--- src/sv/rfe_pkg.sv ---
// Shared types and constants for the record field extractor.
`default_nettype none
package rfe_pkg;

    localparam int DEF_MAX_TAG_DIGITS = 10;
    localparam int DEF_QUEUE_DEPTH    = 4;

    localparam int TAG_W  = 31;
    localparam int BYTE_W = 8;

    // Configuration register indexes
    localparam logic CFG_TARGET_TAG = 1'b0;
    localparam logic CFG_UNESCAPE   = 1'b1;

    // Scan phases
    localparam logic [1:0] PH_TAG   = 2'd0;
    localparam logic [1:0] PH_VALUE = 2'd1;
    localparam logic [1:0] PH_SKIP  = 2'd2;
    localparam logic [1:0] PH_DONE  = 2'd3;

    localparam logic [BYTE_W-1:0] CHR_AMP  = 8'h26;
    localparam logic [BYTE_W-1:0] CHR_EQ   = 8'h3D;
    localparam logic [BYTE_W-1:0] CHR_BSL  = 8'h5C;
    localparam logic [BYTE_W-1:0] CHR_A    = 8'h61;
    localparam logic [BYTE_W-1:0] CHR_B    = 8'h62;
    localparam logic [BYTE_W-1:0] CHR_N    = 8'h6E;
    localparam logic [BYTE_W-1:0] CHR_LF   = 8'h0A;
    localparam logic [BYTE_W-1:0] CHR_0    = 8'h30;
    localparam logic [BYTE_W-1:0] CHR_9    = 8'h39;

    typedef struct packed {
        logic [BYTE_W-1:0] value_byte;
        logic              byte_valid;
        logic              last_result;
        logic              found;
    } t_result;

    // All results caused by one input byte: one or two
    typedef struct packed {
        t_result res0;
        t_result res1;
        logic    two;
    } t_packet;

endpackage
`default_nettype wire

--- src/sv/record_field_extractor_unit.sv ---
// Top level of the record field extractor: parser front end and result queue.
//
//  channel   direction  transaction when        payload
//  input     in         push & !full            i_data_byte, i_end_of_record
//  result    out        pop & !empty            o_value_byte, o_byte_valid,
//                                               o_last_result, o_found
//  config    in         i_cfg_we                i_cfg_index, i_cfg_data
//
// One byte is taken per cycle while full is low; its state is updated in that cycle.
// A byte causes zero, one or two results; they reach the result side in the cycle after.
// A byte with two results occupies the result side for two pops, so a steady run of
// such bytes waits on pops to drain entries once the QUEUE_DEPTH packet queue fills.
// full depends only on queue occupancy; reset is synchronous and empties the queue.
`default_nettype none
module record_field_extractor_unit #(
    parameter int MAX_TAG_DIGITS = rfe_pkg::DEF_MAX_TAG_DIGITS,
    parameter int QUEUE_DEPTH    = rfe_pkg::DEF_QUEUE_DEPTH
) (
    input  wire logic                       i_clk,
    input  wire logic                       i_rst_n,
    input  wire logic                       i_cfg_we,
    input  wire logic                       i_cfg_index,
    input  wire logic [rfe_pkg::TAG_W-1:0]  i_cfg_data,
    input  wire logic                       push,
    output logic                            full,
    input  wire logic [rfe_pkg::BYTE_W-1:0] i_data_byte,
    input  wire logic                       i_end_of_record,
    output logic                            empty,
    input  wire logic                       pop,
    output logic [rfe_pkg::BYTE_W-1:0]      o_value_byte,
    output logic                            o_byte_valid,
    output logic                            o_last_result,
    output logic                            o_found
);
    import rfe_pkg::*;

    logic    accept;
    logic    pkt_push;
    t_packet pkt;
    t_result res;

    assign accept = push && !full;

    rfe_front #(
        .MAX_TAG_DIGITS(MAX_TAG_DIGITS)
    ) u_front (
        .i_clk          (i_clk),
        .i_rst_n        (i_rst_n),
        .i_cfg_we       (i_cfg_we),
        .i_cfg_index    (i_cfg_index),
        .i_cfg_data     (i_cfg_data),
        .i_accept       (accept),
        .i_data_byte    (i_data_byte),
        .i_end_of_record(i_end_of_record),
        .o_pkt_push     (pkt_push),
        .o_pkt          (pkt)
    );

    rfe_queue #(
        .QUEUE_DEPTH(QUEUE_DEPTH)
    ) u_queue (
        .i_clk  (i_clk),
        .i_rst_n(i_rst_n),
        .i_push (pkt_push),
        .i_pkt  (pkt),
        .o_full (full),
        .o_empty(empty),
        .i_pop  (pop),
        .o_res  (res)
    );

    assign o_value_byte  = res.value_byte;
    assign o_byte_valid  = res.byte_valid;
    assign o_last_result = res.last_result;
    assign o_found       = res.found;

endmodule
`default_nettype wire

--- src/sv/rfe_front.sv ---
// Front end: tag parser, value scanner and unescaper; builds at most one packet per byte.
`default_nettype none
module rfe_front #(
    parameter int MAX_TAG_DIGITS = rfe_pkg::DEF_MAX_TAG_DIGITS
) (
    input  wire logic                      i_clk,
    input  wire logic                      i_rst_n,
    input  wire logic                      i_cfg_we,
    input  wire logic                      i_cfg_index,
    input  wire logic [rfe_pkg::TAG_W-1:0] i_cfg_data,
    input  wire logic                      i_accept,
    input  wire logic [rfe_pkg::BYTE_W-1:0] i_data_byte,
    input  wire logic                      i_end_of_record,
    output logic                           o_pkt_push,
    output rfe_pkg::t_packet               o_pkt
);
    import rfe_pkg::*;

    localparam int CNT_W = $clog2(MAX_TAG_DIGITS + 1);
    localparam logic [CNT_W-1:0] CNT_MAX = CNT_W'(MAX_TAG_DIGITS);

    logic [TAG_W-1:0] r_target_tag;
    logic             r_unescape;
    logic [1:0]       r_phase,    n_phase;
    logic [TAG_W-1:0] r_acc,      n_acc;
    logic [CNT_W-1:0] r_cnt,      n_cnt;
    logic             r_inv,      n_inv;
    logic             r_pend,     n_pend;
    logic             r_nonempty, n_nonempty;

    logic [BYTE_W-1:0] by0, by1;
    logic [1:0]        nb;
    logic              close;
    logic              fnd;
    logic              is_digit;
    logic [TAG_W+3:0]  prod;
    logic [BYTE_W-1:0] mapped;
    logic              map_hit;
    logic              plain;
    logic [BYTE_W-1:0] b;

    assign b        = i_data_byte;
    assign is_digit = (b >= CHR_0) && (b <= CHR_9);
    // acc*10 + digit as shifts and adds
    assign prod = {1'b0, r_acc, 3'b000} + {3'b000, r_acc, 1'b0} + {31'd0, b[3:0]};

    always_comb begin
        map_hit = 1'b1;
        unique case (b)
            CHR_BSL: mapped = CHR_BSL;
            CHR_A:   mapped = CHR_EQ;
            CHR_B:   mapped = CHR_AMP;
            CHR_N:   mapped = CHR_LF;
            default: begin
                mapped  = CHR_BSL;
                map_hit = 1'b0;
            end
        endcase
    end

    always_comb begin
        n_phase    = r_phase;
        n_acc      = r_acc;
        n_cnt      = r_cnt;
        n_inv      = r_inv;
        n_pend     = r_pend;
        n_nonempty = r_nonempty;
        by0        = '0;
        by1        = '0;
        nb         = 2'd0;
        close      = 1'b0;
        plain      = 1'b1;

        unique case (r_phase)
            PH_TAG: begin
                if (is_digit) begin
                    if (!r_inv) begin
                        if (r_cnt >= CNT_MAX || (r_cnt != '0 && r_acc == '0)) begin
                            n_inv = 1'b1;
                        end else if (prod[TAG_W+3:TAG_W] != '0) begin
                            n_inv = 1'b1;
                        end else begin
                            n_acc = prod[TAG_W-1:0];
                            n_cnt = r_cnt + 1'b1;
                        end
                    end
                end else if (b == CHR_EQ) begin
                    if (!r_inv && r_cnt != '0 && r_acc == r_target_tag) begin
                        n_phase    = PH_VALUE;
                        n_pend     = 1'b0;
                        n_nonempty = 1'b0;
                    end else begin
                        n_phase = PH_SKIP;
                    end
                end else if (b == CHR_AMP) begin
                    n_acc = '0;
                    n_cnt = '0;
                    n_inv = 1'b0;
                end else begin
                    n_inv = 1'b1;
                end
            end
            PH_SKIP: begin
                if (b == CHR_AMP) begin
                    n_phase = PH_TAG;
                    n_acc   = '0;
                    n_cnt   = '0;
                    n_inv   = 1'b0;
                end
            end
            PH_VALUE: begin
                if (r_pend) begin
                    n_pend = 1'b0;
                    by0    = mapped;
                    nb     = 2'd1;
                    plain  = !map_hit;
                end
                if (plain) begin
                    if (b == CHR_AMP) begin
                        close = 1'b1;
                    end else if (r_unescape && b == CHR_BSL) begin
                        n_pend = 1'b1;
                    end else if (nb == 2'd0) begin
                        by0 = b;
                        nb  = 2'd1;
                    end else begin
                        by1 = b;
                        nb  = 2'd2;
                    end
                end
            end
            default: begin
            end
        endcase

        // record end closes an open search; a dangling backslash goes out as is
        if (i_end_of_record && r_phase != PH_DONE) begin
            if (n_phase == PH_VALUE && n_pend) begin
                if (nb == 2'd0) begin
                    by0 = CHR_BSL;
                    nb  = 2'd1;
                end else begin
                    by1 = CHR_BSL;
                    nb  = 2'd2;
                end
                n_pend = 1'b0;
            end
            close = 1'b1;
        end

        if (nb != 2'd0) n_nonempty = 1'b1;
        fnd = (n_phase == PH_VALUE) ? n_nonempty : 1'b0;

        if (close) n_phase = PH_DONE;

        if (i_end_of_record) begin
            n_phase    = PH_TAG;
            n_acc      = '0;
            n_cnt      = '0;
            n_inv      = 1'b0;
            n_pend     = 1'b0;
            n_nonempty = 1'b0;
        end
    end

    // Packet assembly: the last byte of a closing step rides on the closing result
    always_comb begin
        o_pkt            = '0;
        o_pkt.two        = (nb == 2'd2);
        o_pkt_push       = i_accept && (close || nb != 2'd0);
        o_pkt.res0.value_byte = by0;
        o_pkt.res0.byte_valid = (nb != 2'd0);
        o_pkt.res1.value_byte = by1;
        o_pkt.res1.byte_valid = (nb == 2'd2);
        if (close) begin
            if (nb == 2'd2) begin
                o_pkt.res1.last_result = 1'b1;
                o_pkt.res1.found       = fnd;
            end else begin
                o_pkt.res0.last_result = 1'b1;
                o_pkt.res0.found       = fnd;
            end
        end
    end

    always_ff @(posedge i_clk) begin
        if (!i_rst_n) begin
            r_target_tag <= '0;
            r_unescape   <= 1'b1;
            r_phase      <= PH_TAG;
            r_acc        <= '0;
            r_cnt        <= '0;
            r_inv        <= 1'b0;
            r_pend       <= 1'b0;
            r_nonempty   <= 1'b0;
        end else begin
            if (i_cfg_we) begin
                unique case (i_cfg_index)
                    CFG_TARGET_TAG: r_target_tag <= i_cfg_data;
                    CFG_UNESCAPE:   r_unescape   <= i_cfg_data[0];
                    default: begin
                    end
                endcase
            end
            if (i_accept) begin
                r_phase    <= n_phase;
                r_acc      <= n_acc;
                r_cnt      <= n_cnt;
                r_inv      <= n_inv;
                r_pend     <= n_pend;
                r_nonempty <= n_nonempty;
            end
        end
    end

endmodule
`default_nettype wire

--- src/sv/rfe_queue.sv ---
// Back end: packet queue that hands out the results one per transaction.
`default_nettype none
module rfe_queue #(
    parameter int QUEUE_DEPTH = rfe_pkg::DEF_QUEUE_DEPTH
) (
    input  wire logic             i_clk,
    input  wire logic             i_rst_n,
    input  wire logic             i_push,
    input  wire rfe_pkg::t_packet i_pkt,
    output logic                  o_full,
    output logic                  o_empty,
    input  wire logic             i_pop,
    output rfe_pkg::t_result      o_res
);
    import rfe_pkg::*;

    localparam int PTR_W = (QUEUE_DEPTH > 1) ? $clog2(QUEUE_DEPTH) : 1;
    localparam int CNT_W = $clog2(QUEUE_DEPTH + 1);
    localparam logic [PTR_W-1:0] PTR_LAST = PTR_W'(QUEUE_DEPTH - 1);
    localparam logic [CNT_W-1:0] CNT_FULL = CNT_W'(QUEUE_DEPTH);

    t_packet          r_mem [QUEUE_DEPTH];
    logic [PTR_W-1:0] r_wr, r_rd;
    logic [CNT_W-1:0] r_cnt;
    logic             r_sub;
    t_packet          head;
    logic             deq;

    assign head    = r_mem[r_rd];
    assign o_full  = (r_cnt == CNT_FULL);
    assign o_empty = (r_cnt == '0);
    assign o_res   = r_sub ? head.res1 : head.res0;
    // second half of a two-result packet keeps the entry one more transaction
    assign deq     = i_pop && !o_empty && (r_sub || !head.two);

    always_ff @(posedge i_clk) begin
        if (i_push) r_mem[r_wr] <= i_pkt;
    end

    always_ff @(posedge i_clk) begin
        if (!i_rst_n) begin
            r_wr  <= '0;
            r_rd  <= '0;
            r_cnt <= '0;
            r_sub <= 1'b0;
        end else begin
            if (i_push) r_wr <= (r_wr == PTR_LAST) ? '0 : r_wr + 1'b1;
            if (deq)    r_rd <= (r_rd == PTR_LAST) ? '0 : r_rd + 1'b1;
            if (i_pop && !o_empty) r_sub <= !deq;
            unique case ({i_push, deq})
                2'b10:   r_cnt <= r_cnt + 1'b1;
                2'b01:   r_cnt <= r_cnt - 1'b1;
                default: r_cnt <= r_cnt;
            endcase
        end
    end

endmodule
`default_nettype wire

--- config.mk ---
export PLATFORM = sky130hd
export DESIGN_NAME = record_field_extractor_unit
export DESIGN_NICKNAME = d
export VERILOG_FILES = /design/src/sv/rfe_pkg.sv /design/src/sv/record_field_extractor_unit.sv /design/src/sv/rfe_front.sv /design/src/sv/rfe_queue.sv
export SDC_FILE = /design/constraint.sdc
export NUM_CORES = 1
export LEC_CHECK = 0
export ABC_CLOCK_PERIOD_IN_PS = 3700
export BUFFER_PORTS_ARGS = -buffer_cell sky130_fd_sc_hd__buf_2
export CORE_MARGIN = 8
export CORE_UTILIZATION = 30
export DETAILED_ROUTE_END_ITERATION = 6
export PLACE_DENSITY = 0.53
export SYNTH_ARGS = -nofsm -noshare
export SYNTH_HDL_FRONTEND = slang
export SYNTH_SLANG_ARGS = --single-unit
--- constraint.sdc ---
create_clock -name i_clk -period 3.7 [get_ports i_clk]
set_input_delay 0.74 -clock i_clk [delete_from_list [all_inputs] [get_ports i_clk]]
set_output_delay 0.74 -clock i_clk [all_outputs]
set_load 0.005 [all_outputs]
==> results.tsv, run 1 <==
stage	metric	value	unit
place	Setup Slack @ Placement	-0.161	ns
power_and_ir_drop	Pwr Total	4.30	mW
clocking	CTS clk-pin slew, worst paths	0.08	ns
place	GPL Wtd Cong	0.867	
synth	largest family of logic cells by synthesized area	compound AO/OA/AOI/OAI gates	
clocking	Post-CTS Hold Buffers	0	
global_route	gr usage total	0.136	
clocking	Clock Tree Root	clkbuf_16	
finish	ANT cells	0	
place	Detail Placement HPWL	18900	µm
floorplan	Die H	194	µm
global_route	first-pass GRT wire length	40900	µm
route	drt total wl	25500	µm
clocking	CTS tree	yes	
clocking	CTS H-Tree Depth	4	
timing	Setup Viol. Count Final	0	
synth	post-synthesis cell count	911	
timing	Worst Hold Slack	0.469	ns
synth	Synth cell types	70	
synth	syn_nets	1031	
synth	Seq cells post-synth	170	
synth	mux share of post-synthesis cell area	0.0578	
place	Placed Area	0.0107	mm²
place	IO buf count	58	
setup_path	CP Capture Type	flop	
synth	largest area contributor in the netlist	edfxtp_1	
timing	Hold Vio Cnt, Final	0	
finish	Layout Nets	1140	
setup_path	CP max FO	18	
floorplan	Row Count	65	
floorplan	die width	194	µm
route	DR vias/cell	5.08	
timing	RSZ-0062 raised after global routing	no	
timing	Slew Limit Fails	0	
floorplan	Initial Utilization	0.303	
finish	Layout area overhead	19.4	%
status	status	finished, final reports clean	
timing	Worst-Margin Slew	0.835	ns
clocking	CTS resizes	0	
route	TritonRoute pass-1 iters	5	
timing	fmax	284	MHz
timing	Slew HR	0.438	
synth	Synth async-reset ratio	0	
global_route	grt ovf	0	
finish	share of cells above drive strength 1	0.202	
global_route	initial antenna violation count	1	
synth	area share of fa/ha/maj cells after synthesis	0.0996	
synth	Synth Cell Area	0.00952	mm²
route	total number of vias	7290	
route	drt initial violations	481	
finish	fin area	0.0114	mm²
setup_path	crit path kind	reg -> reg	
route	drt wl/cell	17.8	µm
timing	setup ws final	0.184	ns
clocking	clk buf depth	2	
synth	xor and xnor area share after synthesis	0.0595	
setup_path	worst endpoint required time	4.03	ns
clocking	Setup Fix Bufs, Post-CTS	0	
timing	fin crit period	3.52	ns
job	Max Cap Viol	0	
power_and_ir_drop	power per cell area	378	mW/mm²
floorplan	I/O pin count	59	
clocking	worst skew pair latency	0.44	ns
global_route	vias in the first global route	7358	
synth	largest cells by area after synthesis	edfxtp_1 28%, dfxtp_1 17%, ha_1 9.3%	
setup_path	crit path launch type	flop	
synth	Synth Area in Compound Gates	0.152	
clocking	Sink Count	170	
floorplan	die area	0.0377	mm²
global_route	largest net degree at the start of global routing	39	
synth	Yosys warnings	0	
power_and_ir_drop	LEAKAGE	4.72	nW
timing	Clock Skew	0.00916	ns
route	Routed Antenna Nets	0	
clocking	clock buffer count from CTS	17	
setup_path	CP arrival	3.85	ns
power_and_ir_drop	maximum vdd drop	0.281	mV
hold_path	Hold Path Class	reg -> reg	
synth	Avg Cell Area, Syn	10.5	µm²
synth	Yosys top cell area share	0.277	
synth	Post-synth EDFFs	88	
route	post-route DRC violation count	0	
floorplan	core footprint	0.0314	mm²
timing	Tcrit/Tclk final	0.950	
synth	Synth Area in Simple Gates	0.152	
synth	Seq/Total Area, Yosys	0.450	
synth	Most used DFF post-synth	edfxtp_1	
[critical path: stages, from the launching register on]
cell      delay [ns]
dfxtp_1         0.52
ha_1            0.30
ha_1            0.40
nand2_1         0.15
o21ai_0         0.17
a221oi_1        0.31
nor2_1          0.07
o21ai_0         0.30
and4_1          0.34
nand4_1         0.11
o211a_1         0.28
buf_4           0.22
a22o_1          0.24
[worst paths after layout]
path / endpoint / cells after the start / slack, ns / from
worst max-delay path: u_front.r_acc[6]$_SDFFE_PN0P_ / 12 / 0.18 / u_front.r_acc[19]$_SDFFE_PN0P_
worst min-delay path: u_front.r_target_tag[22]$_SDFFE_PN0P_ / 2 / 0.47 / u_front.r_target_tag[22]$_SDFFE_PN0P_
worst max register to register: u_front.r_acc[6]$_SDFFE_PN0P_ / 12 / 0.18 / u_front.r_acc[19]$_SDFFE_PN0P_
worst min register to register: u_front.r_target_tag[22]$_SDFFE_PN0P_ / 2 / 0.47 / u_front.r_target_tag[22]$_SDFFE_PN0P_
[registers in the layout, indices dropped and copies added (netlist names), named ones only]
register              count
u_queue.r_mem            88
u_front.r_acc            31
u_front.r_target_tag     31
u_front.r_cnt             4
u_queue.r_cnt             3
u_front.r_phase           2
u_queue.r_rd              2
u_queue.r_wr              2
u_front.r_inv             1
u_front.r_nonempty        1
u_front.r_pend            1
u_front.r_unescape        1
u_queue.r_sub             1
[placed cells by master (no fill, tap or decap), types with 7 or more instances in the layout]
cell type | synthesis | final
nand3_1 | 15 | 15
a21oi_1 | 79 | 79
dfxtp_1 | 82 | 81
ha_1 | 71 | 71
nand2_1 | 137 | 137
xnor2_1 | 24 | 24
o21bai_1 | 7 | 7
a22o_1 | 30 | 30
clkinv_8 | 0 | 7
o21ai_0 | 27 | 27
nor2b_1 | 8 | 7
nor2_1 | 55 | 55
buf_2 | 7 | 58
mux4_2 | 22 | 22
nor3_1 | 9 | 9
a21o_1 | 11 | 11
nand2b_1 | 9 | 9
and2_1 | 13 | 13
edfxtp_1 | 88 | 88
clkbuf_16 | 0 | 17
inv_1 | 23 | 21
xor2_1 | 37 | 37
nand4_1 | 14 | 14
buf_4 | 0 | 64
nor4_1 | 15 | 15
[synthesized netlist by cell type, types with 3 or more instances]
master / instances
inv_1: 23
and4_1: 3
xor2_1: 37
clkbuf_1: 20
o21ai_1: 4
o21bai_1: 7
fa_1: 3
dfxtp_1: 82
a31oi_1: 5
buf_2: 7
mux4_2: 22
a21o_1: 11
nand2b_1: 9
edfxtp_1: 88
mux2i_1: 3
nand3_1: 15
buf_1: 4
o211ai_1: 3
a22oi_1: 3
o211a_1: 3
nor3_1: 9
nor2_1: 55
a21oi_1: 79
o21ai_0: 27
a21oi_2: 3
ha_1: 71
and2_1: 13
nor4_1: 15
o2111ai_1: 3
and3_1: 4
o41ai_1: 5
or3_1: 4
a32oi_1: 3
xnor2_1: 24
a22o_1: 30
nor2b_1: 8
nand4_1: 14
nand2_1: 137
nor3b_1: 6
o21a_1: 3
buf_6: 6
[stage by stage]
stage | cells | util | TNS [ns]
after floorplan | 911 | - | -0.0508
after global placement | 1403 | 0.342 | -2.09
after detailed placement | 1403 | 0.342 | -4.65
after CTS | 1435 | 0.362 | 0
after global routing | 1435 | 0.362 | 0
final | 1435 | 0.362 | 0
[where the power goes]
group	leakage (nW)	internal, mW	switching, mW
Sequential	1.49	2.01	0.0248
Combinational	2.92	0.175	0.211
Clock	0.304	0.937	0.941
Total	4.72	3.12	1.18
[routing by layer]
layer / vias to the layer above / track usage / wire length, µm
met5: - / 0 / 0
met4: 0 / 0.0484 / 609
met3: 38 / 0.0266 / 1150
met2: 187 / 0.225 / 12100
met1: 3474 / 0.175 / 11700
li1: 3591 / - / -
[cell families (layout without fill, tap and decap cells)]
group           Yosys count  after routing
compound gates          213            213
xor+xnor                 63             63
fa+ha+maj                74             74
buf+inv                  60            182
flops                   170            170
mux                      27             27
simple gates            304            304
[cell type report]
cell class	count	area [µm²]
tap	402	503
clock buffer	17	425
timing repair buffer	127	871
fill	3171	20000
sequential	170	4290
inverter	23	88.8
multi-input combinational	681	4990
clock inverter	15	206
No activity file was read; power rests on OpenSTA's default activity.
==> run 2: changes to the inputs <==
--- a/config.mk
+++ b/config.mk
@@ -7,9 +7,11 @@
 export LEC_CHECK = 0
 export ABC_CLOCK_PERIOD_IN_PS = 3700
 export BUFFER_PORTS_ARGS = -buffer_cell sky130_fd_sc_hd__buf_2
+export CORE_ASPECT_RATIO = 1.75
 export CORE_MARGIN = 8
 export CORE_UTILIZATION = 30
 export DETAILED_ROUTE_END_ITERATION = 6
+export GPL_TIMING_DRIVEN = 0
 export PLACE_DENSITY = 0.53
 export SYNTH_ARGS = -nofsm -noshare
 export SYNTH_HDL_FRONTEND = slang
==> run 2 against run 1 <==
Non-clock buffer count down 24; maximum frequency shrank 1.1%; wire length rose by 4.5%; clock skew increased by 0.00083 ns; via count fell by 0.48%; combinational power fell by 3%; power shrank 2.5%; flip-flop and latch count is the same; global-route usage rose by 0.65 points; count of clock-buffer cells in the layout increased by 1; first-iteration DRC count fell by 30%; clock power fell by 5%; critical endpoint is now u_front.r_acc[0]$_SDFFE_PN0P_.
==> results.tsv, run 2 (synthesis results as in run 1) <==
stage	metric	value	unit
status	status	finished, final reports clean	
power_and_ir_drop	power per cell area	376	mW/mm²
place	IO buf count	56	
timing	fmax	281	MHz
finish	commonest non-fill, non-tap cell in the layout	nand2_1	
route	TritonRoute pass-1 iters	5	
finish	fin area	0.0112	mm²
clocking	clock buffer count from CTS	17	
floorplan	Initial Utilization	0.303	
floorplan	I/O pin count	59	
floorplan	die width	151	µm
route	total number of vias	7255	
clocking	clk buf depth	2	
power_and_ir_drop	Seq pwr share	0.487	
timing	Slew HR	0.168	
power_and_ir_drop	Switch Pwr	1.10	mW
global_route	largest net degree at the start of global routing	23	
finish	share of cells above drive strength 1	0.183	
job	Max Cap Viol	0	
floorplan	die area	0.0379	mm²
clocking	CTS tree	yes	
floorplan	core footprint	0.0314	mm²
timing	fin crit period	3.56	ns
floorplan	Row Count	86	
place	Detail Placement HPWL	20900	µm
power_and_ir_drop	clock network power share	0.424	
timing	Setup Viol. Count Final	0	
finish	non-filler cells, final	1406	
global_route	gr usage total	0.143	
setup_path	crit path launch type	input port	
timing	Worst-Margin Slew	1.25	ns
timing	Slew Limit Fails	0	
power_and_ir_drop	Pwr Total	4.19	mW
power_and_ir_drop	Sw Ratio	0.262	
route	Routed Antenna Nets	0	
setup_path	CP Capture Type	flop	
finish	Reg with most FFs	u_queue.r_mem	
clocking	worst skew pair latency	0.44	ns
global_route	first-pass GRT wire length	41700	µm
timing	setup ws final	0.144	ns
global_route	grt ovf	0	
floorplan	Die H	252	µm
global_route	vias in the first global route	7614	
timing	Clock Skew	0.00999	ns
power_and_ir_drop	combinational cell fraction of total power	0.089	
finish	Largest regs	u_queue.r_mem: 88 flops, u_front.r_acc: 31 flops, u_front.r_target_tag: 31 flops	
route	drt initial violations	338	
place	Inst Count DP	1363	
timing	Tcrit/Tclk final	0.961	
route	DR vias/cell	5.16	
finish	max reg flops	88	
power_and_ir_drop	LEAKAGE	4.54	nW
finish	Layout Nets	1116	
clocking	Clock Tree Root	clkbuf_16	
timing	RSZ-0062 raised after global routing	no	
hold_path	Hold Path Class	reg -> reg	
clocking	CTS H-Tree Depth	4	
finish	Layout area overhead	17.1	%
clocking	Sink Count	170	
route	drt wl/cell	19.0	µm
clocking	CTS clk-pin slew, worst paths	0.07	ns
route	drt total wl	26600	µm
timing	Hold Vio Cnt, Final	0	
route	post-route DRC violation count	0	
setup_path	crit path kind	in -> reg	
setup_path	CP max FO	10	
place	Setup Slack @ Placement	-0.646	ns
clocking	Post-CTS Hold Buffers	0	
timing	setup TNS	0	ns
setup_path	CP arrival	3.88	ns
place	GPL Wtd Cong	0.877	
finish	most frequent cells in the layout	137 x nand2_1, 88 x edfxtp_1, 78 x a21oi_1, 71 x dfxtp_1, 69 x ha_1	
place	Placed Area	0.0103	mm²
power_and_ir_drop	maximum vdd drop	0.336	mV
power_and_ir_drop	P_int	3.09	mW
global_route	initial antenna violation count	2	
setup_path	worst endpoint required time	4.02	ns
-- run 2: cell count changes in the layout (fill, tap and decap cells not counted), sizes merged --
| cell | delta |
|---|---|
| diode | +1 |
| clkinv | -3 |
| clkinvlp | +2 |
| clkbuf | +21 |
| buf | -44 |
-- run 2: final timing paths --
check / slack, ns / startpoint / end / cells past startpoint
worst min-delay path: 0.47 / u_front.r_target_tag[14]$_SDFFE_PN0P_ / u_front.r_target_tag[14]$_SDFFE_PN0P_ / 2
worst max-delay path: 0.14 / i_data_byte[3] / u_front.r_acc[0]$_SDFFE_PN0P_ / 17
worst max register to register: 0.17 / u_front.r_acc[0]$_SDFFE_PN0P_ / u_front.r_acc[0]$_SDFFE_PN0P_ / 16
worst min register to register: 0.47 / u_front.r_target_tag[14]$_SDFFE_PN0P_ / u_front.r_target_tag[14]$_SDFFE_PN0P_ / 2
-- run 2: critical path, cell delays in order --
cell      delay, ns
buf_8          0.11
inv_4          0.05
fa_1           0.50
inv_2          0.05
fa_2           0.40
a211oi_2       0.21
o21bai_2       0.13
o211ai_2       0.16
buf_6          0.15
nor3b_1        0.05
a211o_1        0.25
mux2i_4        0.20
nand4_1        0.12
o211a_1        0.23
buf_6          0.14
buf_6          0.14
a22o_1         0.22
-- run 2: power groups by stage --
stage	Clock [mW]	Combinational, mW	Sequential (mW)
after global placement	0	0.379	2.08
after detailed placement	0	0.382	2.09
after CTS	1.80	0.384	2.04
final	1.78	0.375	2.04
after floorplan	0	0.247	2.07
after global routing	1.87	0.422	2.05
-- run 2: final cells by class --
class                           count  area, µm²
Inverter                           23       88.8
Buffer                             37        214
Multi-Input combinational cell    681       5110
Antenna cell                        1       2.50
Fill cell                        3231      20300
Sequential cell                   170       4300
Timing Repair Buffer               66        359
Clock inverter                     14        145
Tap cell                          396        495
Clock buffer                       18        439
-- run 2: per-stage QoR --
step | utilization | hold WS [ns]
finish | 0.355 | 0.470
global placement | 0.329 | 0.459
CTS | 0.351 | 0.471
global route | 0.355 | 0.493
floorplan | - | 0.429
detailed placement | 0.329 | 0.461
-- run 2: layer usage --
layer | GRT usage | share of wire | up-vias | wire (µm)
li1 | - | - | 3532 | -
met1 | 0.143 | 0.36 | 3527 | 9680
met2 | 0.281 | 0.57 | 145 | 15300
met3 | 0.0187 | 0.029 | 51 | 765
met4 | 0.0648 | 0.034 | 0 | 915
met5 | 0 | 0 | - | 0
-- run 2: timing repair --
item | 4_1_cts | 5_1_grt
cloned | 0 | 0
gates resized for setup | 21 | 23
hold endpoints to repair | 0 | 0
setup buffers | 3 | 7
pin swaps | 3 | 8
endpoints found under the setup margin | 35 | 124
